[config.mk]
export PLATFORM = sky130hd
export DESIGN_NAME = gdd_datapath
export DESIGN_NICKNAME = d
export VERILOG_FILES = /design/src/rtl/core/gdd_pkg.sv /design/src/rtl/core/gdd_datapath.sv
export SDC_FILE = /design/constraint.sdc
export NUM_CORES = 1
export LEC_CHECK = 0
export ABC_AREA = 1
export BUFFER_PORTS_ARGS = -buffer_cell sky130_fd_sc_hd__buf_2
export CORE_UTILIZATION = 30
export CTS_BUF_LIST = sky130_fd_sc_hd__clkbuf_8
export CTS_CLUSTER_SIZE = 10
export DETAILED_ROUTE_END_ITERATION = 8
export SETUP_SLACK_MARGIN = 0.5
export SLEW_MARGIN = 15
export SYNTH_ARGS = -nofsm -noshare
export SYNTH_HDL_FRONTEND = slang
export SYNTH_SLANG_ARGS = --single-unit
[constraint.sdc]
create_clock -name clock -period 11.18 [get_ports clock]
set_input_delay 0.559 -clock clock [delete_from_list [all_inputs] [get_ports clock]]
set_output_delay 0.559 -clock clock [all_outputs]
set_load 0.005 [all_outputs]
[src/rtl/core/gdd_pkg.sv]
// Shared types, constants and calendar tables for the Gregorian date difference core.
// No dependencies; imported by the interfaces and every module of the core.
package gdd_pkg;

   localparam int YEAR_W  = 14;
   localparam int MONTH_W = 4;
   localparam int DAY_W   = 5;
   localparam int COUNT_W = 22;

   // Day numbers from 1 Jan of year 0; 16383 years * 366 stays below 2^23.
   localparam int DN_W    = 23;

   // Reciprocal multiply for x / 100, exact for x below 2^15.
   localparam int OPND_W      = 15;
   localparam int RECIP_W     = 13;
   localparam int PROD_W      = OPND_W + RECIP_W;
   localparam int RECIP_SHIFT = 19;
   localparam int QUOT_W      = PROD_W - RECIP_SHIFT;
   localparam logic [RECIP_W-1:0] RECIP_100 = 13'd5243;

   localparam int MONTHS = 12;
   localparam logic [COUNT_W-1:0] COUNT_MAX = '1;

   // Quotients the sequencer gathers per date.
   typedef enum logic [1:0] {
      OP_CENT_UP = 2'd0,   // (y + 99) / 100
      OP_QUAD_UP = 2'd1,   // (y + 399) / 400
      OP_CENT    = 2'd2,   // y / 100, for the century test
      OP_QUAD    = 2'd3    // (y / 4) / 100, for the 400-year test
   } op_type;

   typedef enum logic [2:0] {
      ST_IDLE,
      ST_MUL,
      ST_QUO,
      ST_DAYNUM,
      ST_FINISH
   } state_type;

   typedef struct packed {
      logic   load;
      logic   mul;
      logic   quo;
      logic   daynum;
      logic   finish;
      op_type op;
      logic   side;     // 0: start date, 1: end date
   } cmd_type;

   typedef struct packed {
      logic out_free;
   } status_type;

   function automatic logic [DAY_W-1:0] month_len(input logic [MONTH_W-1:0] m,
                                                  input logic leap);
      logic [DAY_W-1:0] len;
      unique case (m)
         4'd1, 4'd3, 4'd5, 4'd7, 4'd8, 4'd10, 4'd12: len = 5'd31;
         4'd4, 4'd6, 4'd9, 4'd11:                    len = 5'd30;
         4'd2:                                        len = leap ? 5'd29 : 5'd28;
         default:                                     len = 5'd0;
      endcase
      return len;
   endfunction

   function automatic logic [8:0] days_before(input logic [MONTH_W-1:0] m);
      logic [8:0] n;
      unique case (m)
         4'd1:    n = 9'd0;
         4'd2:    n = 9'd31;
         4'd3:    n = 9'd59;
         4'd4:    n = 9'd90;
         4'd5:    n = 9'd120;
         4'd6:    n = 9'd151;
         4'd7:    n = 9'd181;
         4'd8:    n = 9'd212;
         4'd9:    n = 9'd243;
         4'd10:   n = 9'd273;
         4'd11:   n = 9'd304;
         4'd12:   n = 9'd334;
         default: n = 9'd0;
      endcase
      return n;
   endfunction

endpackage

[src/rtl/core/gdd_datapath.sv]
// Datapath: item registers, shared reciprocal multiplier, day number and result logic.
// Depends on gdd_pkg; commanded by gdd_ctrl.
module gdd_datapath import gdd_pkg::*; (
   input  logic               clock,
   input  logic               reset,
   input  cmd_type            cmd,
   output status_type         status,
   input  logic [YEAR_W-1:0]  req_start_year,
   input  logic [MONTH_W-1:0] req_start_month,
   input  logic [DAY_W-1:0]   req_start_day,
   input  logic [YEAR_W-1:0]  req_end_year,
   input  logic [MONTH_W-1:0] req_end_month,
   input  logic [DAY_W-1:0]   req_end_day,
   input  logic               req_include_end,
   input  logic               rsp_ready,
   output logic               rsp_valid,
   output logic [COUNT_W-1:0] rsp_day_count,
   output logic               rsp_invalid_date
);

   logic [YEAR_W-1:0]  sy_ff, ey_ff;
   logic [MONTH_W-1:0] sm_ff, em_ff;
   logic [DAY_W-1:0]   sd_ff, ed_ff;
   logic               inc_ff;
   logic [PROD_W-1:0]  prod_ff, prod_in;
   logic [QUOT_W-1:0]  quot_ff [4];
   logic [DN_W-1:0]    dn_ff [2];
   logic               ok_ff [2];
   logic [COUNT_W-1:0] count_ff, count_in;
   logic               invalid_ff, invalid_in;
   logic               rsp_valid_ff;

   logic [YEAR_W-1:0]  year;
   logic [MONTH_W-1:0] month;
   logic [DAY_W-1:0]   day;
   logic [OPND_W-1:0]  operand, year_400;
   logic               cent_hit, quad_hit, leap, date_ok;
   logic [DN_W-1:0]    dn_in;
   logic [DN_W-1:0]    diff;
   logic [DN_W:0]      total;

   assign year  = cmd.side ? ey_ff : sy_ff;
   assign month = cmd.side ? em_ff : sm_ff;
   assign day   = cmd.side ? ed_ff : sd_ff;

   // quotient operand selection
   assign year_400 = {1'b0, year} + 15'd399;
   always_comb begin
      unique case (cmd.op)
         OP_CENT_UP: operand = {1'b0, year} + 15'd99;
         OP_QUAD_UP: operand = {2'b00, year_400[OPND_W-1:2]};
         OP_CENT:    operand = {1'b0, year};
         OP_QUAD:    operand = {3'b000, year[YEAR_W-1:2]};
         default:    operand = '0;
      endcase
   end

   assign prod_in = PROD_W'(operand) * PROD_W'(RECIP_100);

   // leap test from the gathered quotients
   assign cent_hit = (16'(quot_ff[OP_CENT]) * 16'd100) == 16'(year);
   assign quad_hit = (18'(quot_ff[OP_QUAD]) * 18'd400) == 18'(year);
   assign leap     = quad_hit || ((year[1:0] == 2'b00) && !cent_hit);

   assign date_ok = (month >= 4'd1) && (month <= 4'(MONTHS)) && (day != '0)
                    && (day <= month_len(month, leap));

   assign dn_in = DN_W'(year) * DN_W'(365)
                + DN_W'(({1'b0, year} + 15'd3) >> 2)
                - DN_W'(quot_ff[OP_CENT_UP])
                + DN_W'(quot_ff[OP_QUAD_UP])
                + DN_W'(days_before(month))
                + DN_W'((month > 4'd2) && leap)
                + DN_W'(day)
                - DN_W'(1);

   // final count, clipped at zero and saturated at COUNT_MAX
   assign diff  = (dn_ff[0] < dn_ff[1]) ? (dn_ff[1] - dn_ff[0]) : '0;
   assign total = {1'b0, diff} + (DN_W+1)'(inc_ff);

   always_comb begin
      invalid_in = !(ok_ff[0] && ok_ff[1]);
      if (invalid_in) begin
         count_in = '0;
      end else if (total > (DN_W+1)'(COUNT_MAX)) begin
         count_in = COUNT_MAX;
      end else begin
         count_in = total[COUNT_W-1:0];
      end
   end

   always_ff @(posedge clock) begin
      if (cmd.load) begin
         sy_ff  <= req_start_year;
         sm_ff  <= req_start_month;
         sd_ff  <= req_start_day;
         ey_ff  <= req_end_year;
         em_ff  <= req_end_month;
         ed_ff  <= req_end_day;
         inc_ff <= req_include_end;
      end
      if (cmd.mul) begin
         prod_ff <= prod_in;
      end
      if (cmd.quo) begin
         quot_ff[cmd.op] <= prod_ff[RECIP_SHIFT +: QUOT_W];
      end
      if (cmd.daynum) begin
         dn_ff[cmd.side] <= dn_in;
         ok_ff[cmd.side] <= date_ok;
      end
      if (cmd.finish) begin
         count_ff   <= count_in;
         invalid_ff <= invalid_in;
      end
   end

   always_ff @(posedge clock) begin
      if (reset) begin
         rsp_valid_ff <= 1'b0;
      end else if (cmd.finish) begin
         rsp_valid_ff <= 1'b1;
      end else if (rsp_ready) begin
         rsp_valid_ff <= 1'b0;
      end
   end

   assign status.out_free  = !rsp_valid_ff || rsp_ready;
   assign rsp_valid        = rsp_valid_ff;
   assign rsp_day_count    = count_ff;
   assign rsp_invalid_date = invalid_ff;

endmodule
# Word level (Yosys, flattened, before mapping)

Memory sizes are Yosys's and may differ from the RTL's.
Index checks and enable logic that the tools add are counted.

Bits in registers: 99
RAM bits: 84
ROM bits: 144
Output and inout port bits: 25
Memories kept: 4

Memory list:

| name             | depth | bits a word | read ports | clocked after memory_dff | write ports | RTL line           | RTL |
|---|---|---|---|---|---|---|---|
| (name not given) | 16    | 9           | 1          | 0                        | 0           | gdd_pkg.sv:68      | `unique case (m)` |
| dn_ff            | 2     | 23          | 2          | 0                        | 1           | gdd_datapath.sv:27 | `logic [DN_W-1:0] dn_ff [2];` |
| quot_ff          | 4     | 9           | 4          | 0                        | 1           | gdd_datapath.sv:26 | `logic [QUOT_W-1:0] quot_ff [4];` |
| ok_ff            | 2     | 1           | 2          | 0                        | 1           | gdd_datapath.sv:28 | `logic ok_ff [2];` |

$add $sub $neg: 12
Multipliers: 4
Magnitude comparators: 6
Equality and inequality tests: 17
Mux-type cells: 14
Reduce and logical (&&, ||, !) cells: 17

Operators with widths:

| kind                   | number |
|---|---|
| $pmux 15 s4            | 1 |
| $add 23x9->23          | 2 |
| $mul 15x13->28 const B | 1 |
| $mul 9x5->14 const B   | 2 |
| $add 23x1->24          | 1 |
| $gt 24x22->1 const B   | 1 |
| $add 23x1->23          | 1 |
| $add 23x13->23         | 1 |
| $add 23x5->23          | 1 |
| $lt 23x23->1           | 1 |
| $mul 14x9->23 const B  | 1 |
| $mux 23                | 1 |
| $sub 23x1->23 const B  | 1 |
| $sub 23x23->23         | 1 |
| $sub 23x9->23          | 1 |
| $mux 22                | 1 |
| $eq 4x4->1 const B     | 5 |
| $eq 18x14->1           | 1 |
| $eq 16x14->1           | 1 |
| $eq 4x3->1 const B     | 4 |
| $add 14x2->15 const B  | 1 |
| $add 14x7->15 const B  | 1 |
| $add 14x9->15 const B  | 1 |
| $pmux 5 s3             | 1 |
| 20 further kinds       | 37 |

# Longest topological paths before layout

An unclocked memory read counts as a cell.

Word-level depth: 10
Depth in mapped cells: 42

# Worst setup path before layout

No wires, ideal clock.

Kind: input to register
Start: input cmd[0] (netlist bit)
End: register prod_ff[27], data pin
Data arrival time: 7.510 ns
Data required time: 10.920 ns
Slack: 3.409 ns
Stages on the path: 35
Cell sequence: buf_2 buf_1 clkbuf_1 o21ai_0 ha_1 o21ai_0 inv_1 nor2_1 a21oi_1 inv_1 a21oi_1 inv_1 o21ai_0 a21oi_1 nor3_1 fa_1 ha_1 inv_1 fa_1 inv_1 fa_1 fa_1 ha_1 a21oi_1 o21a_1 nor2_1 nor2_1 nand2_1 nand2_1 nand2_1 nand2_1 nand2_1 nand2_1 nand3_1 xor2_1

Word-level cells in the longest chain between the ends: 4
Elaborated cells between the ends (all ways): 5
Classes of those cells: add/sub: 2; mul: 1; mux: 2

Ends and longest elaborated chain:

| element                                        | RTL line                               | RTL |
|---|---|---|
| from (decl)                                    | gdd_datapath.sv:6                      | `input cmd_type cmd,` |
| $mux 14 *                                      | gdd_datapath.sv:42                     | `assign year = cmd.side ? ey_ff : sy_ff;` |
| $add 14x9->15 or $add 14x7->15 (tied branches) | gdd_datapath.sv:47, gdd_datapath.sv:50 |  |
| $pmux 15 s4 *                                  | gdd_datapath.sv:49                     | `unique case (cmd.op)` |
| $mul 15x13->28 *                               | gdd_datapath.sv:58                     | `assign prod_in = PROD_W'(operand) * PROD_W'(RECIP_100);` |
| via prod_in[27]                                | gdd_datapath.sv:25                     | `logic [PROD_W-1:0] prod_ff, prod_in;` |
| to (signal assigned)                           | gdd_datapath.sv:103                    | `prod_ff <= prod_in;` |
| to (decl)                                      | gdd_datapath.sv:25                     |  |

Mark *: on every way through the listed nets, which the timed path passes. The rest lies on a longest branch.
A chain may end at the register's enable or synchronous reset.

# Worst setup path after layout

Start: input cmd[0] (netlist bit)
End: register prod_ff[25], data pin

The elaborated chain is that of the path after synthesis.

==> flow_summary.json <==
{
  "finalHoldViolCount": 0,
  "synth_edf_count": 163,
  "cp_common_cell": "nand2_1",
  "fp.dieW_um": 256,
  "final_common_cell": "inv_1",
  "worst-path-buf-inv": 8,
  "cts-hold-fix-buffers": 0,
  "finalClockSkew_ns": 0.0277,
  "wirelength_mm": 44.4,
  "relSlewSlack": 0.299,
  "worst_pin_slew_ns": 1.05,
  "synth_cells": 2172,
  "drive_gt1_frac": 0.0743,
  "path_class": "primary input to register",
  "cpMaxStageDelayCell": "a32oi_1",
  "ys_types": 52,
  "whs_path_depth": 2,
  "min_path_type": "primary input to register",
  "antenna_found_initial": 2,
  "fin_nets": 2811,
  "cts_resized": 0,
  "synth_area_leaders": "edfxtp_1 25%, ha_1 20%, fa_1 18%",
  "synth_flop_cell": "edfxtp_1",
  "start_util": 0.305,
  "io_buffers": 82,
  "numCtsBuffers": 17,
  "num_io_pins": 83,
  "cp.arrival_ns": 8.30,
  "synth-async-reset-ratio": 0,
  "critPathTopFamily": "adder cells",
  "seq_area_frac_synth": 0.254,
  "clock_latency_ns": 0.56,
  "antenna_left": 0,
  "setup_viol": 0,
  "area_delta_synth_final_pct": 9.43,
  "route.detailed.drc": 0,
  "cts-root-buf": "clkbuf_8",
  "yosys_warnings": 0,
  "start_kind": "primary input",
  "die-area_sq_mm": 0.0656,
  "track_usage": 0.139,
  "tns_ns": 0,
  "cp_num_cells": 35,
  "synth.avg_cell_area_sq_um": 8.92,
  "synth_top_area_share": 0.253,
  "dp_hpwl_mm": 38.0,
  "avgViaCountPerCell": 4.50,
  "synth_nets": 2720,
  "gp_congestion": 0.880,
  "drt_pre_antenna_iters": 5,
  "grt_pass1_wl_mm": 71.3,
  "grt_max_degree": 48,
  "grt_pass1_vias": 13600,
  "outcome": "finished clean",
  "via_count": 14100,
  "gr-total-overflow": 0,
  "min_period_ns": 8.00,
  "cts_tree": "built",
  "grt_setup_unrepaired": "false",
  "drtIter0Drc": 762,
  "htree_levels": 4,
  "wl_per_cell_um": 14.2,
  "cts_buffer_depth": 2,
  "cp-end-kind": "register",
  "syn_area_sq_mm": 0.0194,
  "max-cap-violations": 0,
  "worstPathRequired_ns": 11.49,
  "most-common-layout-cells": "477 x inv_1, 389 x nand2_1, 317 x ha_1",
  "max_stage_delay_ns": 0.66,
  "synth_top_area_cell": "edfxtp_1",
  "cts_sinks": 164,
  "die_y_um": 256,
  "post-cts-setup-buffers": 0,
  "critPathMaxFanout": 26,
  "ys_ff_latch": 164,
  "post-route-period-util": 0.715,
  "reg2reg_depth": 30,
  "core_area_sq_mm": 0.0634,
  "fmax_mhz": 125,
  "path_clk_slew_ns": 0.11,
  "drv_slew": 0,
  "rows": 92
}
[path summary, 6_finish.rpt]
| kind | from | end | slack [ns] |
|---|---|---|---|
| max reg2reg | quot_ff[3][2] | dn_ff[0][19] | 3.35 |
| min reg2reg | rsp_valid | rsp_valid | 0.47 |
| max | cmd[0] | prod_ff[25] | 3.18 |
| min | reset | rsp_valid | 0.14 |
[area by class of cell]
class | count | area (sq um)
tap | 846 | 1060
sequential | 164 | 4910
antenna | 2 | 5.00
fill | 6547 | 42200
inverter | 480 | 1800
clock inverter | 15 | 179
multi-input combinational | 1515 | 12600
clock buffer | 17 | 234
timing repair buffer | 85 | 433
[flip-flops by register name, indices dropped and copies added, names as in the netlist]
register / cells
sy_ff: 14
rsp_valid: 1
inc_ff: 1
rsp_day_count: 22
ey_ff: 14
ok_ff: 2
rsp_invalid_date: 1
sm_ff: 4
dn_ff: 46
ed_ff: 5
sd_ff: 5
em_ff: 4
quot_ff: 36
prod_ff: 9
[cells by family after synthesis]
logic type | Yosys count | share of synthesized area
compound gates | 205 | 0.0617
xor+xnor | 89 | 0.0402
mux | 2 | 0.00103
buf+inv | 493 | 0.0974
fa+ha+maj | 490 | 0.383
simple gates | 729 | 0.162
flops | 164 | 0.254
[cells in the mapped netlist, drive strengths merged, types with 3 or more instances]
cell,instances
a21oi,96
a32oi,3
xnor2,28
ha,317
or2,14
inv,478
nor3,22
o21bai,6
o221ai,7
nand2,398
and2,4
a31oi,7
clkbuf,6
buf,7
a221oi,6
nor2,171
edfxtp,163
nand3,77
nand4,25
and3,5
o21ai,55
a211oi,3
o211ai,4
fa,173
xor2,61
nand3b,11
a22oi,4
[routing by layer]
metal,GRT usage,part of all wire,up-vias
met1,0.183,0.47,6587
met2,0.225,0.46,276
met5,0,0,-
met4,0.0504,0.024,0
li1,-,-,7152
met3,0.0276,0.041,43
[metrics by stage]
stage	cell area (sq um)	utilization	std cells	worst slack (ns)	hold WS [ns]
3_5_place_dp	20800	0.328	3090	2.58	0.465
2_1_floorplan	19400	-	2172	3.41	0.459
6_report	21200	0.334	3124	3.18	0.142
4_1_cts	21200	0.334	3122	3.22	0.0857
3_3_place_gp	20800	0.328	3090	2.69	0.462
5_1_grt	21200	0.334	3124	2.58	0.106
Power is not shown: default switching activity piles up to over one toggle a cycle in this logic, so the estimate is an artifact.
