$ cat src/rtl/core/gdd_pkg.sv
// Shared types, constants and calendar tables for the Gregorian date difference core.
// No dependencies; imported by the interfaces and every module of the core.
package gdd_pkg;

   localparam int YEAR_W  = 14;
   localparam int MONTH_W = 4;
   localparam int DAY_W   = 5;
   localparam int COUNT_W = 22;

   // Day numbers from 1 Jan of year 0; 16383 years * 366 stays below 2^23.
   localparam int DN_W    = 23;

   // Reciprocal multiply for x / 100, exact for x below 2^15.
   localparam int OPND_W      = 15;
   localparam int RECIP_W     = 13;
   localparam int PROD_W      = OPND_W + RECIP_W;
   localparam int RECIP_SHIFT = 19;
   localparam int QUOT_W      = PROD_W - RECIP_SHIFT;
   localparam logic [RECIP_W-1:0] RECIP_100 = 13'd5243;

   localparam int MONTHS = 12;
   localparam logic [COUNT_W-1:0] COUNT_MAX = '1;

   // Quotients the sequencer gathers per date.
   typedef enum logic [1:0] {
      OP_CENT_UP = 2'd0,   // (y + 99) / 100
      OP_QUAD_UP = 2'd1,   // (y + 399) / 400
      OP_CENT    = 2'd2,   // y / 100, for the century test
      OP_QUAD    = 2'd3    // (y / 4) / 100, for the 400-year test
   } op_type;

   typedef enum logic [2:0] {
      ST_IDLE,
      ST_MUL,
      ST_QUO,
      ST_DAYNUM,
      ST_FINISH
   } state_type;

   typedef struct packed {
      logic   load;
      logic   mul;
      logic   quo;
      logic   daynum;
      logic   finish;
      op_type op;
      logic   side;     // 0: start date, 1: end date
   } cmd_type;

   typedef struct packed {
      logic out_free;
   } status_type;

   function automatic logic [DAY_W-1:0] month_len(input logic [MONTH_W-1:0] m,
                                                  input logic leap);
      logic [DAY_W-1:0] len;
      unique case (m)
         4'd1, 4'd3, 4'd5, 4'd7, 4'd8, 4'd10, 4'd12: len = 5'd31;
         4'd4, 4'd6, 4'd9, 4'd11:                    len = 5'd30;
         4'd2:                                        len = leap ? 5'd29 : 5'd28;
         default:                                     len = 5'd0;
      endcase
      return len;
   endfunction

   function automatic logic [8:0] days_before(input logic [MONTH_W-1:0] m);
      logic [8:0] n;
      unique case (m)
         4'd1:    n = 9'd0;
         4'd2:    n = 9'd31;
         4'd3:    n = 9'd59;
         4'd4:    n = 9'd90;
         4'd5:    n = 9'd120;
         4'd6:    n = 9'd151;
         4'd7:    n = 9'd181;
         4'd8:    n = 9'd212;
         4'd9:    n = 9'd243;
         4'd10:   n = 9'd273;
         4'd11:   n = 9'd304;
         4'd12:   n = 9'd334;
         default: n = 9'd0;
      endcase
      return n;
   endfunction

endpackage

$ cat src/rtl/core/gdd_ctrl.sv
// Sequencer for the date difference core: steps quotients, day numbers, result.
// Depends on gdd_pkg; drives the datapath through cmd_type.
module gdd_ctrl import gdd_pkg::*; (
   input  logic       clock,
   input  logic       reset,
   input  logic       req_valid,
   output logic       req_ready,
   input  status_type status,
   output cmd_type    cmd
);

   state_type state_ff, state_in;
   op_type    op_ff, op_in;
   logic      side_ff, side_in;

   always_ff @(posedge clock) begin
      if (reset) begin
         state_ff <= ST_IDLE;
         op_ff    <= OP_CENT_UP;
         side_ff  <= 1'b0;
      end else begin
         state_ff <= state_in;
         op_ff    <= op_in;
         side_ff  <= side_in;
      end
   end

   always_comb begin
      state_in = state_ff;
      op_in    = op_ff;
      side_in  = side_ff;
      unique case (state_ff)
         ST_IDLE: begin
            if (req_valid) begin
               state_in = ST_MUL;
               op_in    = OP_CENT_UP;
               side_in  = 1'b0;
            end
         end
         ST_MUL: state_in = ST_QUO;
         ST_QUO: begin
            if (op_ff == OP_QUAD) begin
               state_in = ST_DAYNUM;
            end else begin
               state_in = ST_MUL;
               op_in    = op_type'(op_ff + 2'd1);
            end
         end
         ST_DAYNUM: begin
            if (side_ff) begin
               state_in = ST_FINISH;
            end else begin
               state_in = ST_MUL;
               op_in    = OP_CENT_UP;
               side_in  = 1'b1;
            end
         end
         ST_FINISH: begin
            if (status.out_free) begin
               state_in = ST_IDLE;
            end
         end
         default: state_in = ST_IDLE;
      endcase
   end

   always_comb begin
      req_ready  = (state_ff == ST_IDLE);
      cmd.load   = (state_ff == ST_IDLE) && req_valid;
      cmd.mul    = (state_ff == ST_MUL);
      cmd.quo    = (state_ff == ST_QUO);
      cmd.daynum = (state_ff == ST_DAYNUM);
      cmd.finish = (state_ff == ST_FINISH) && status.out_free;
      cmd.op     = op_ff;
      cmd.side   = side_ff;
   end

endmodule

$ cat config.mk
export PLATFORM = sky130hd
export DESIGN_NAME = gdd_ctrl
export DESIGN_NICKNAME = d
export VERILOG_FILES = /design/src/rtl/core/gdd_pkg.sv /design/src/rtl/core/gdd_ctrl.sv
export SDC_FILE = /design/constraint.sdc
export NUM_CORES = 1
export LEC_CHECK = 0
export BUFFER_PORTS_ARGS = -buffer_cell sky130_fd_sc_hd__buf_2
export CAP_MARGIN = 10
export CORE_AREA = 2 2 39 41
export DETAILED_ROUTE_END_ITERATION = 16
export DIE_AREA = 0 0 41 43
export GPL_TIMING_DRIVEN = 0
export PLACE_DENSITY = 0.52
export SLEW_MARGIN = 15
export SYNTH_ARGS = -nofsm -noshare
export SYNTH_HDL_FRONTEND = slang
export SYNTH_SLANG_ARGS = --single-unit
$ cat constraint.sdc
create_clock -name clock -period 4.4 [get_ports clock]
set_input_delay 1.32 -clock clock [delete_from_list [all_inputs] [get_ports clock]]
set_output_delay 1.32 -clock clock [all_outputs]
set_load 0.02 [all_outputs]
# After elaboration in Yosys (flattened, before gate mapping)
# Cells that the tools add are included.
[classes]
n_addsub = 1
eq_ne = 9
muxes = 11
n_reduce_logical = 8
[ops]
columns = ["operator", "n"]
rows = [
  ["one-hot mux 3 bit (5 select lines)", 1],
  ["two-way mux 3 bit", 3],
  ["two-way mux 2 bit", 4],
  ["!= test 2 bit (second input constant)", 4],
  ["== test 3 x 2 -> 1 bit (second input constant)", 2],
  ["one-hot mux 2 bit (3 select lines)", 1],
  ["AND reduction 2 bit", 2],
  ["AND reduction 4 bit", 1],
  ["== test 3 x 1 -> 1 bit (second input constant)", 1],
  ["== test 3 bit (second input constant)", 1],
  ["zero test 3 bit", 1],
  ["nonzero test 3 bit", 1],
  ["adder 2 x 1 -> 2 bit (second input constant)", 1],
  ["== test 2 bit (second input constant)", 1],
  ["logical AND 1 bit", 2],
  ["one-hot mux 1 bit (2 select lines)", 1],
  ["nonzero test 2 bit", 1],
  ["two-way mux 1 bit", 1],
]
[totals]
reg_bits = 6
input_bits = 4

# Depth between registers and ports, before layout
# Gate-level depths: netlist of the first run.
[depth]
word_depth = 3
mapped_depth = 4

# Least setup slack after synthesis of the first run
# Ideal clock, no wire load.
[synth_timing]
path_kind = "input -> output"
from = "input port req_valid"
to = "output port cmd[7] (netlist name)"
t_arrival_ps = 1949
slack_ps = 1131
path_stages = 2
cell_sequence = "or4b_4 > inv_1"
[synth_lines]
columns = ["element", "line", "source"]
rows = [
  ["start, declared", "gdd_ctrl.sv:6", "input logic req_valid,"],
  ["end, declared", "gdd_ctrl.sv:9", "output cmd_type cmd"],
]

==> results of run 1 <==
[placed cells by master (no fill, tap or decap), drive strengths merged]
cell and count:
a2111o 2, a21oi 6, a31oi 1, buf 14
clkbuf 6, clkinv 1, dfxtp 6, ha 1
inv 3, mux2 1, nand2 2, nand2b 2
nand3b 1, nor2 4, nor2b 1, nor3 6
nor4 1, o211ai 2, o21a 1, o21ba 1
or3b 2, or4b 1
[logic make-up (layout without fill, tap and decap cells)]
family                     after synthesis  after routing
and+or+nand+nor                         20             20
AOI/OAI and AO/OA                       13             13
buffers and inverters                    9             24
DFF                                      6              6
adders and majority gates                1              1
muxes                                    1              1
[worst max-delay path, cell delays in order]
cell	delay, ns
buf_2	0.10
or4b_4	0.50
inv_1	0.07
buf_2	0.15
[layout make-up]
class | instances | area (um2) | area share
buffer | 5 | 26.3 | 0.0526
clock buffer | 3 | 22.5 | 0.0451
inverter | 4 | 15.0 | 0.0301
multi-input combinational | 35 | 235 | 0.471
sequential | 6 | 120 | 0.241
tap | 16 | 20.0 | 0.0401
timing repair buffer | 12 | 60.1 | 0.120
[cell usage after synthesis, drive strengths merged]
library cell  count
a21oi             6
dfxtp             6
nor3              6
nor2              4
clkbuf            3
inv               3
a2111o            2
buf               2
nand2             2
nand2b            2
o211ai            2
or3b              2
a31oi             1
clkinv            1
ha                1
mux2              1
nand3b            1
nor2b             1
nor4              1
o21a              1
o21ba             1
or4b              1
[flip-flops by register name (all words and copies together), names as in the netlist]
name / count
state_ff: 3
side_ff: 1
op_ff: 2
[worst max-delay path by stage]
stage | from | end | slack, ns | cells past startpoint
final | req_valid | cmd[7] | 0.94 | 4
after global routing | req_valid | cmd[7] | 0.91 | 4
after CTS | req_valid | cmd[7] | 0.94 | 4
after detailed placement | req_valid | cmd[7] | 0.94 | 4
after global placement | req_valid | cmd[7] | 0.94 | 4
after floorplan | req_valid | cmd[7] | 1.13 | 2
[layer usage]
| metal | part of all wire | wire length (um) | global-route usage | vias up |
|---|---|---|---|---|
| met5 | 0 | 0 | 0 | - |
| met1 | 0.51 | 476 | 0.160 | 176 |
| met2 | 0.41 | 383 | 0.144 | 11 |
| met4 | 0.045 | 42 | 0.120 | 0 |
| li1 | - | - | - | 209 |
| met3 | 0.037 | 35 | 0.0157 | 5 |
[power by group]
| group | internal (mW) | switching (mW) | leakage, nW | total, mW |
|---|---|---|---|---|
| clock network | 0.0311 | 0.0236 | 0.0138 | 0.0547 |
| registers | 0.0572 | 0.00299 | 0.0490 | 0.0602 |
| logic | 0.0133 | 0.0221 | 0.163 | 0.0354 |
[stage by stage]
stage                     worst slack (ns)  area, um2  hold WS (ns)   util
after detailed placement             0.939        477         0.526  0.344
after global routing                 0.913        499         0.557  0.361
after CTS                            0.937        499         0.532  0.361
after floorplan                       1.13        397         0.523      -
final                                0.936        499         0.526  0.361
after global placement               0.940        477         0.508  0.344
==> summary.md, run 1 <==
| Metric | Value |
|---|---|
| Complex-gate fraction of the synthesized area | `0.240` |
| Setup-failing EPs final | `0` |
| Max IR drop VDD | `0.110 mV` |
| Min Tclk post-route | `3.46 ns` |
| Area growth syn-to-layout | `25.9%` |
| Outcome | `finished clean` |
| First-pass GRT wire length | `1.35 mm` |
| Final net count | `72` |
| CTS Root Cell | `clkbuf_4` |
| Gr ovfl total | `0` |
| CP Launch Type | `primary input` |
| Syn Std Cell Area | `397 um2` |
| LEAKAGE | `0.226 nW` |
| CTS tree | `yes` |
| Vias in the first global route | `320` |
| CP Data Arrival Time | `2.14 ns` |
| Worst skew pair latency | `0.25 ns` |
| Hold Fails Final Rpt | `0` |
| GRT Resource Usage Total | `0.117` |
| Via/cell ratio | `4.95` |
| First-pass DRT Iterations | `4` |
| Tot Pwr | `150 uW` |
| Fill count | `166` |
| Slew @ Worst Pin | `0.449 ns` |
| Placed Instances | `78` |
| Min-Delay Path Class | `reg -> reg` |
| Setup crit end kind | `output pin` |
| Syn nets | `55` |
| Hold path cells | `2` |
| Max Cap Viol | `0` |
| CTS Buffer Depth | `2` |
| Clk slew on worst S/H paths | `0.05 ns` |
| FP Rows | `14` |
| Largest net degree at the start of global routing | `11` |
| Die Wd | `41 um` |
| Die Span Y | `43 um` |
| Yosys top cell area share | `0.303` |
| RSZ-0062 raised after global routing | `no` |
| Wire per inst | `11.6 um` |
| Sink Count | `6` |
| Critical path fanouts, max | `5` |
| DR iter-0 viols | `9` |
| Xor and xnor area share after synthesis | `0` |
| Port bufs | `12` |
| Die area | `1760 um2` |
| Initial antenna violation count | `0` |
| Max-slew violations | `0` |
| CTS HTree Levels | `1` |
| Total core area | `1380 um2` |
| FF-to-FF path depth | `3` |
| Hold buffer count at cts | `0` |
| Worst flop-to-flop path endpoint | `op_ff[1]$_SDFFE_PP0P_` |
| Fin Clk Skew | `0.00241 ns` |
| Routed WL | `937 um` |
| Simple logic cell fraction of the synthesized area | `0.293` |
| Cell variety after synth | `24` |
| Worst Min Path Start | `op_ff[1]$_SDFFE_PP0P_` |
| Total CTS buffers | `3` |
| Worst Hold End | `op_ff[1]$_SDFFE_PP0P_` |
| Synth Instances | `50` |
| Gpl congestion | `0.671` |
| Dominant cells by area after synthesis | `dfxtp_1 (30%), nor3_1 (7.6%), a21oi_1 (6.3%), a2111o_1 (5.7%), or3b_1 (4.4%)` |
| Largest family of logic cells by synthesized area | `simple AND/OR/NAND/NOR gates` |
| Buffer count from post-CTS setup fixing | `0` |
| Via count | `401` |
| Critical path class | `in -> out` |
| R2R Setup Slk | `2.92 ns` |
| Yosys warning count | `0` |
| Synth Register Bits | `6` |
| Antenna diode count | `0` |
| Sequential area share after synthesis | `0.303` |
| Final period utilization | `0.787` |
| Starting Density | `0.287` |
| Slew margin rel. | `0.701` |
| Proportion of layout cells with a drive suffix above 1 | `0.323` |
| Synth Area in Adders | `0.0315` |
| IO Pins | `13` |
| DP HPWL | `694 um` |
| Fmax | `289 MHz` |
| Mux contribution to synthesized area | `0.0284` |
| WP data required | `3.08 ns` |
| Post-cts sizing count | `0` |
| Layout Cells excl Fill | `81` |
| DRC viols | `0` |
| Post-synth top area cell | `dfxtp_1` |
| Synth Area per Inst | `7.93 um2` |
| Final setup TNS | `0 ns` |
| PwrDens | `301 nW/um2` |
| Antenna Nets Post-Route | `0` |
| R2R Path Start | `state_ff[2]$_SDFFE_PP0P_` |
Power figures use the tool's default switching activity.
==> run 2: changes to the inputs <==
- PLACE_DENSITY: 0.52 -> 0.54
- clock period: 4.4 -> 3.13 ns (I/O delays scaled with it)
==> run 2 against run 1 <==
Final cell count stayed put. Largest cell class unchanged. Via count is 2.0% lower. Sequential share of layout area stayed put. Final area stayed put. Clock power is 39% higher. Wire length is 7.0% lower. Die area stayed put. Global-route usage is 0.14 points higher. First-iteration DRC count is 44% lower. Critical endpoint unchanged. Sequential cell count stayed put. Highest routed layer unchanged.
==> summary.md, run 2 (same netlist as run 1, synthesis figures left out) <==
| Metric | Value |
|---|---|
| Outcome | `finished clean (unchanged)` |
| Hold path cells | `2 (unchanged)` |
| Largest register FFs | `3 (unchanged)` |
| Die Span Y | `43 um (unchanged)` |
| DP HPWL | `644 um (was 694 um)` |
| RSZ-0062 raised after global routing | `no (unchanged)` |
| Multi-input gate area | `235 um2 (unchanged)` |
| Die Wd | `41 um (unchanged)` |
| Starting Density | `0.287 (unchanged)` |
| FP Rows | `14 (unchanged)` |
| Final net count | `72 (unchanged)` |
| Net Sw Frac | `0.319 (was 0.324)` |
| CP Data Arrival Time | `1.76 ns (was 2.14 ns)` |
| Via/cell ratio | `4.85 (was 4.95)` |
| P_int | `143 uW (was 102 uW)` |
| CP Launch Type | `primary input (unchanged)` |
| Gr ovfl total | `0 (unchanged)` |
| Largest reg by FF count | `state_ff (unchanged)` |
| First-pass GRT wire length | `1.37 mm (was 1.35 mm)` |
| CTS Buffer Depth | `2 (unchanged)` |
| Initial antenna violation count | `0 (unchanged)` |
| PwrDens | `420 nW/um2 (was 301 nW/um2)` |
| Fin Clk Skew | `0.000861 ns (was 0.00241 ns)` |
| Commonest cells after routing, fill and taps aside | `buf_2 (12), nor3_1 (6), dfxtp_1 (6) (unchanged)` |
| Worst Min Path Start | `op_ff[0]$_SDFFE_PP0P_ (was op_ff[1]$_SDFFE_PP0P_)` |
| Antenna diode count | `0 (unchanged)` |
| Dpl cell area | `477 um2 (unchanged)` |
| Port bufs | `12 (unchanged)` |
| Final period utilization | `0.861` |
| Total CTS buffers | `3 (unchanged)` |
| WP data required | `2.19 ns (was 3.08 ns)` |
| Min-Delay Path Class | `reg -> reg (unchanged)` |
| CTS HTree Levels | `1 (unchanged)` |
| R2R Path Start | `state_ff[2]$_SDFFE_PP0P_ (unchanged)` |
| Worst flop-to-flop path endpoint | `op_ff[1]$_SDFFE_PP0P_ (unchanged)` |
| Fill count | `158 (was 166)` |
| First-pass DRT Iterations | `6 (was 4)` |
| Seq pwr share | `0.403 (was 0.400)` |
| Commonest non-fill, non-tap cell in the layout | `buf_2 (unchanged)` |
| FF+latch area | `120 um2 (unchanged)` |
| Critical path fanouts, max | `5 (unchanged)` |
| Buffer count from post-CTS setup fixing | `0 (unchanged)` |
| IO Pins | `13 (unchanged)` |
| Max-slew violations | `0 (unchanged)` |
| Util after Layout | `0.361 (unchanged)` |
| DRC viols | `0 (unchanged)` |
| FF-to-FF path depth | `3 (unchanged)` |
| Die area | `1760 um2 (unchanged)` |
| Combinational share of power | `0.234 (was 0.236)` |
| Hold_ws | `0.529 ns (was 0.526 ns)` |
| Design Area, Final | `499 um2 (unchanged)` |
| Switching power | `66.7 uW (was 48.8 uW)` |
| Post-cts sizing count | `0 (unchanged)` |
| Setup crit end kind | `output pin (unchanged)` |
| Slew @ Worst Pin | `0.443 ns (was 0.449 ns)` |
| GRT Resource Usage Total | `0.119 (was 0.117)` |
| R2R Setup Slk | `1.66 ns (was 2.92 ns)` |
| Min Tclk post-route | `2.69 ns` |
| Biggest regs | `state_ff: 3 flops, op_ff: 2 flops, side_ff: 1 flops (unchanged)` |
| Max Cap Viol | `0 (unchanged)` |
| Clk slew on worst S/H paths | `0.05 ns (about the same)` |
| Antenna Nets Post-Route | `0 (unchanged)` |
| Largest net degree at the start of global routing | `11 (unchanged)` |
| Hold buffer count at cts | `0 (unchanged)` |
| Wire per inst | `10.8 um (was 11.6 um)` |
| Proportion of layout cells with a drive suffix above 1 | `0.323 (unchanged)` |
| Hold Fails Final Rpt | `0 (unchanged)` |
| Max IR drop VDD | `0.136 mV (was 0.110 mV)` |
| DR iter-0 viols | `5 (was 9)` |
| Worst Hold End | `op_ff[0]$_SDFFE_PP0P_ (was op_ff[1]$_SDFFE_PP0P_)` |
| Gpl congestion | `0.704 (was 0.671)` |
| Fmax | `371 MHz` |
| Sink Count | `6 (unchanged)` |
| CTS Root Cell | `clkbuf_4 (unchanged)` |
| Setup-failing EPs final | `0 (unchanged)` |
| Vias in the first global route | `308 (was 320)` |
| Via count | `393 (was 401)` |
| Total core area | `1380 um2 (unchanged)` |
| Worst skew pair latency | `0.25 ns (about the same)` |
| Final setup TNS | `0 ns (unchanged)` |
| Routed WL | `871 um (was 937 um)` |
| Area growth syn-to-layout | `25.9% (unchanged)` |
| CTS tree | `yes (unchanged)` |
| Critical path class | `in -> out (unchanged)` |
| Slew margin rel. | `0.705 (was 0.701)` |
| LEAKAGE | `0.226 nW (unchanged)` |
| Clock share of power | `0.363 (was 0.364)` |
[run 2: metrics by stage]
stage          instances  worst slack, ns  power, mW
2_1_floorplan         50            0.623      0.120
3_3_place_gp          78            0.431      0.136
3_5_place_dp          78            0.434      0.135
4_1_cts               81            0.432      0.214
5_1_grt               81            0.401      0.224
6_report              81            0.435      0.210
[run 2: worst max-delay path, cell delays in order]
cell	delay, ns
buf_2	0.10
or4b_4	0.49
inv_1	0.07
buf_2	0.15
[run 2: routing by layer]
layer,GRT usage,part of all wire
met5,0,0
met4,0.100,0.034
met3,0.0157,0.028
met2,0.153,0.44
met1,0.165,0.50
[run 2: layout make-up]
class | count | share of cell area
timing repair buffer | 12 | 0.120
clock buffer | 3 | 0.0451
tap | 16 | 0.0401
buffer | 5 | 0.0526
inverter | 4 | 0.0301
multi-input combinational | 35 | 0.471
sequential | 6 | 0.241
[run 2: how the worst max path moves through the flow]
stage | endpoint | slack, ns | cells past startpoint | from
after floorplan | cmd[7] | 0.62 | 2 | req_valid
after global placement | cmd[7] | 0.43 | 4 | req_valid
after detailed placement | cmd[7] | 0.43 | 4 | req_valid
after CTS | cmd[7] | 0.43 | 4 | req_valid
after global routing | cmd[7] | 0.40 | 4 | req_valid
final | cmd[7] | 0.44 | 4 | req_valid
[run 2: power by group through the flow]
| stage | combinational, mW | sequential, mW | clock (mW) |
|---|---|---|---|
| after floorplan | 0.0337 | 0.0865 | 0 |
| after global placement | 0.0498 | 0.0861 | 0 |
| after detailed placement | 0.0491 | 0.0860 | 0 |
| after CTS | 0.0494 | 0.0845 | 0.0797 |
| after global routing | 0.0549 | 0.0850 | 0.0838 |
| final | 0.0491 | 0.0845 | 0.0760 |
==> run 3: changes to the inputs <==
--- a/config.mk
+++ b/config.mk
@@ -7,2 +7,3 @@
 export LEC_CHECK = 0
+export ABC_AREA = 1
 export BUFFER_PORTS_ARGS = -buffer_cell sky130_fd_sc_hd__buf_2
@@ -13,3 +14,3 @@
 export GPL_TIMING_DRIVEN = 0
-export PLACE_DENSITY = 0.54
+export PLACE_DENSITY = 0.49
 export SLEW_MARGIN = 15
==> constraint.sdc (replaced) <==
create_clock -name clock -period 3.13 [get_ports clock]
set_input_delay 0.1565 -clock clock [delete_from_list [all_inputs] [get_ports clock]]
set_output_delay 0.1565 -clock clock [all_outputs]
set_load 0.02 [all_outputs]
==> run 3 against run 2 <==
Sequential share of layout area is 2.7 points higher. Utilization decreased by 3.6 points. Sequential cell count did not move. Die area unchanged. Setup slack gained 1.4 ns. Register-to-register slack gained 0.35 ns. Clock power is 6.8% lower. Non-clock buffer count shrank 3. Via count is 8.4% lower.
==> summary.md, run 3 <==
| Metric | Value |
|---|---|
| Routed WL | `707 um (was 871 um)` |
| Critical path fanouts, max | `7 (was 5)` |
| Dominant cells by area after synthesis | `dfxtp_1 (35%), inv_1 (12%), nor2_1 (11%), nand3_1 (10%), nand2_1 (6.5%) (was dfxtp_1 (30%), nor3_1 (7.6%), a21oi_1 (6.3%), a2111o_1 (5.7%), or3b_1 (4.4%))` |
| Largest net degree at the start of global routing | `8 (was 11)` |
| LEAKAGE | `0.257 nW (was 0.226 nW)` |
| WP data required | `2.97 ns (was 2.19 ns)` |
| R2R Setup Slk | `2.01 ns (was 1.66 ns)` |
| Syn Std Cell Area | `347 um2 (was 397 um2)` |
| Total core area | `1380 um2 (unchanged)` |
| Fin Clk Skew | `0.00114 ns (was 0.000861 ns)` |
| Synth Instances | `55 (was 50)` |
| Die Span Y | `43 um (unchanged)` |
| Syn nets | `60 (was 55)` |
| Clock share of power | `0.332 (was 0.363)` |
| Die Wd | `41 um (unchanged)` |
| Commonest cells after routing, fill and taps aside | `buf_2 (12), inv_1 (11), nor2_1 (10) (was buf_2 (12), nor3_1 (6), dfxtp_1 (6))` |
| Via/cell ratio | `4.19 (was 4.85)` |
| Max Cap Viol | `0 (unchanged)` |
| Cell variety after synth | `14 (was 24)` |
| Seq pwr share | `0.418 (was 0.403)` |
| Setup crit end kind | `output pin (unchanged)` |
| P_int | `146 uW (was 143 uW)` |
| Initial antenna violation count | `0 (unchanged)` |
| Most numerous cell in the Yosys netlist | `inv_1` |
| Routed wl met3 | `49 um (was 24 um)` |
| Largest reg by FF count | `state_ff (unchanged)` |
| Combinational share of power | `0.250 (was 0.234)` |
| Top_reg_cell synth | `dfxtp_1 (unchanged)` |
| CP max-delay cell | `dfxtp_1 (was or4b_4)` |
| Max Used Layer | `met4 (unchanged)` |
| Via count | `360 (was 393)` |
| CP Cell Sequence | `nor2_1 -> nand2_1 -> nor2_1 -> buf_2 (was buf_2 -> or4b_4 -> inv_1 -> buf_2)` |
| Post-synth EDFFs | `0 (unchanged)` |
| Vias in the first global route | `284 (was 308)` |
| Fill count | `161 (was 158)` |
| Critical path class | `reg -> out (was in -> out)` |
| Final period utilization | `0.420 (was 0.861)` |
| Design Area, Final | `449 um2 (was 499 um2)` |
| Post-cts sizing count | `0 (unchanged)` |
| Buffer count from post-CTS setup fixing | `0 (unchanged)` |
| Commonest non-fill, non-tap cell in the layout | `buf_2 (unchanged)` |
| Antenna Nets Post-Route | `0 (unchanged)` |
| Gr ovfl total | `0 (unchanged)` |
| Yosys top cell area share | `0.347 (was 0.303)` |
| Slew @ Worst Pin | `0.244 ns (was 0.443 ns)` |
| Clk slew on worst S/H paths | `0.04 ns (was 0.05 ns)` |
| Slew margin rel. | `0.836 (was 0.705)` |
| Hold Fails Final Rpt | `0 (unchanged)` |
| CTS Root Cell | `clkbuf_4 (unchanged)` |
| Switching power | `67.7 uW (was 66.7 uW)` |
| FP Rows | `14 (unchanged)` |
| Setup-failing EPs final | `0 (unchanged)` |
| Min Tclk post-route | `1.32 ns (was 2.69 ns)` |
| First-pass GRT wire length | `1.06 mm (was 1.37 mm)` |
| Layout Cells excl Fill | `86 (was 81)` |
| Gpl congestion | `0.699 (was 0.704)` |
| Dpl cell area | `427 um2 (was 477 um2)` |
| First-pass DRT Iterations | `4 (was 6)` |
| Port bufs | `12 (unchanged)` |
| Total CTS buffers | `3 (unchanged)` |
| Hold buffer count at cts | `0 (unchanged)` |
| Final setup TNS | `0 ns (unchanged)` |
| IO Pins | `13 (unchanged)` |
| Max incr delay on CP | `0.36 ns (was 0.49 ns)` |
| Largest register FFs | `3 (unchanged)` |
| DR iter-0 viols | `7 (was 5)` |
| CTS HTree Levels | `1 (unchanged)` |
| Min-Delay Path Class | `in -> reg (was reg -> reg)` |
| DP HPWL | `550 um (was 644 um)` |
| CTS Buffer Depth | `2 (unchanged)` |
| Final net count | `77 (was 72)` |
| Sink Count | `6 (unchanged)` |
| Antenna diode count | `0 (unchanged)` |
| Proportion of layout cells with a drive suffix above 1 | `0.271 (was 0.323)` |
| Synth Area per Inst | `6.30 um2 (was 7.93 um2)` |
| Biggest regs | `state_ff: 3 flops, op_ff: 2 flops, side_ff: 1 flops (unchanged)` |
| Outcome | `finished clean (unchanged)` |
| DRC viols | `0 (unchanged)` |
| PwrDens | `475 nW/um2 (was 420 nW/um2)` |
| Metal2 WL | `301 um (was 383 um)` |
| Starting Density | `0.250 (was 0.287)` |
| Met1 wire length | `345 um (was 432 um)` |
| Most frequent CP cell | `nor2_1 (was buf_2)` |
| Wire per inst | `8.22 um (was 10.8 um)` |
| CP Data Arrival Time | `1.16 ns (was 1.76 ns)` |
| Async SR Flop Fraction | `0 (unchanged)` |
| Placed Instances | `83 (was 78)` |
| Synth Register Bits | `6 (unchanged)` |
| RSZ-0062 raised after global routing | `no (unchanged)` |
| CP Launch Type | `flop (was primary input)` |
| Fmax | `760 MHz (was 371 MHz)` |
| GRT Resource Usage Total | `0.0955 (was 0.119)` |
| Commonest cells in the synthesized netlist | `inv_1 (11), nor2_1 (10), nand3_1 (7), dfxtp_1 (6), nand2_1 (6) (was dfxtp_1 (6), nor3_1 (6), a21oi_1 (5), nor2_1 (4), clkbuf_1 (3))` |
| Worst skew pair latency | `0.24 ns (was 0.25 ns)` |
| Net Sw Frac | `0.317 (was 0.319)` |
| Max IR drop VDD | `0.149 mV (was 0.136 mV)` |
| CTS tree | `yes (unchanged)` |
| Die area | `1760 um2 (unchanged)` |
| Max-slew violations | `0 (unchanged)` |
| Area growth syn-to-layout | `29.6% (was 25.9%)` |
| Post-synth top area cell | `dfxtp_1 (unchanged)` |
| Sequential area share after synthesis | `0.347 (was 0.303)` |
| Yosys warning count | `0 (unchanged)` |
## run 3: cell types whose count changed in the layout (fill, tap and decap cells not counted), moves of 2 or more
cell / before / now
nor3_1: 6 / 3
a2111o_1: 2 / 0
or3b_1: 2 / 0
o21ai_0: 0 / 2
o211ai_1: 2 / 0
clkbuf_1: 3 / 0
nor2_1: 4 / 10
nand3_1: 0 / 7
a21oi_1: 5 / 3
nand2b_1: 2 / 0
nand2_1: 2 / 6
inv_1: 2 / 11
## run 3: logic make-up after synthesis
logic type | synth area share
AOI/OAI and AO/OA | 0.0722
adders and majority gates | 0.0361
buffers and inverters | 0.173
DFF | 0.347
and+or+nand+nor | 0.372
## run 3: final cells by class
cell class | count | area (um2) | area share
multi-input cells | 35 | 166 | 0.370
well taps | 16 | 20.0 | 0.0446
clock buffers | 3 | 22.5 | 0.0501
flip-flops and latches | 6 | 120 | 0.267
plain buffers | 2 | 15.0 | 0.0334
repair buffers | 12 | 60.1 | 0.134
inverters | 12 | 45.0 | 0.100
## run 3: worst paths after layout
kind | startpoint | to | cells after the start
worst min-delay path | reset | state_ff[2]$_SDFFE_PP0P_ | 2
worst max-delay path | state_ff[1]$_SDFFE_PP0P_ | cmd[7] | 4
worst min register to register | op_ff[1]$_SDFFE_PP0P_ | op_ff[1]$_SDFFE_PP0P_ | 2
worst max register to register | state_ff[1]$_SDFFE_PP0P_ | op_ff[0]$_SDFFE_PP0P_ | 5
## run 3: stage by stage
step                 util  worst slack [ns]  total power, mW  hold WS, ns
floorplan               -              1.84            0.128        0.226
global placement    0.308              2.00            0.145        0.401
detailed placement  0.308              2.03            0.145        0.396
CTS                 0.325              1.79            0.221        0.131
global route        0.325              1.66            0.229        0.154
finish              0.325              1.81            0.213        0.144
## run 3: critical path: cells and delay by family (launching register included)
family        cells  cell delay [ns]
simple gates      3             0.39
flops             1             0.36
buf+inv           1             0.16
## run 3: power groups by stage
| stage | Clock (mW) | Combinational [mW] | Sequential, mW |
|---|---|---|---|
| after floorplan | 0 | 0.0352 | 0.0931 |
| after global placement | 0 | 0.0539 | 0.0909 |
| after detailed placement | 0 | 0.0540 | 0.0905 |
| after CTS | 0.0774 | 0.0543 | 0.0891 |
| after global routing | 0.0781 | 0.0613 | 0.0900 |
| final | 0.0708 | 0.0534 | 0.0890 |
## run 3: metal layers
layer | vias to the layer above | track usage
li1 | 201 | -
met1 | 147 | 0.116
met2 | 10 | 0.119
met3 | 2 | 0.0314
met4 | 0 | 0.100
met5 | - | 0
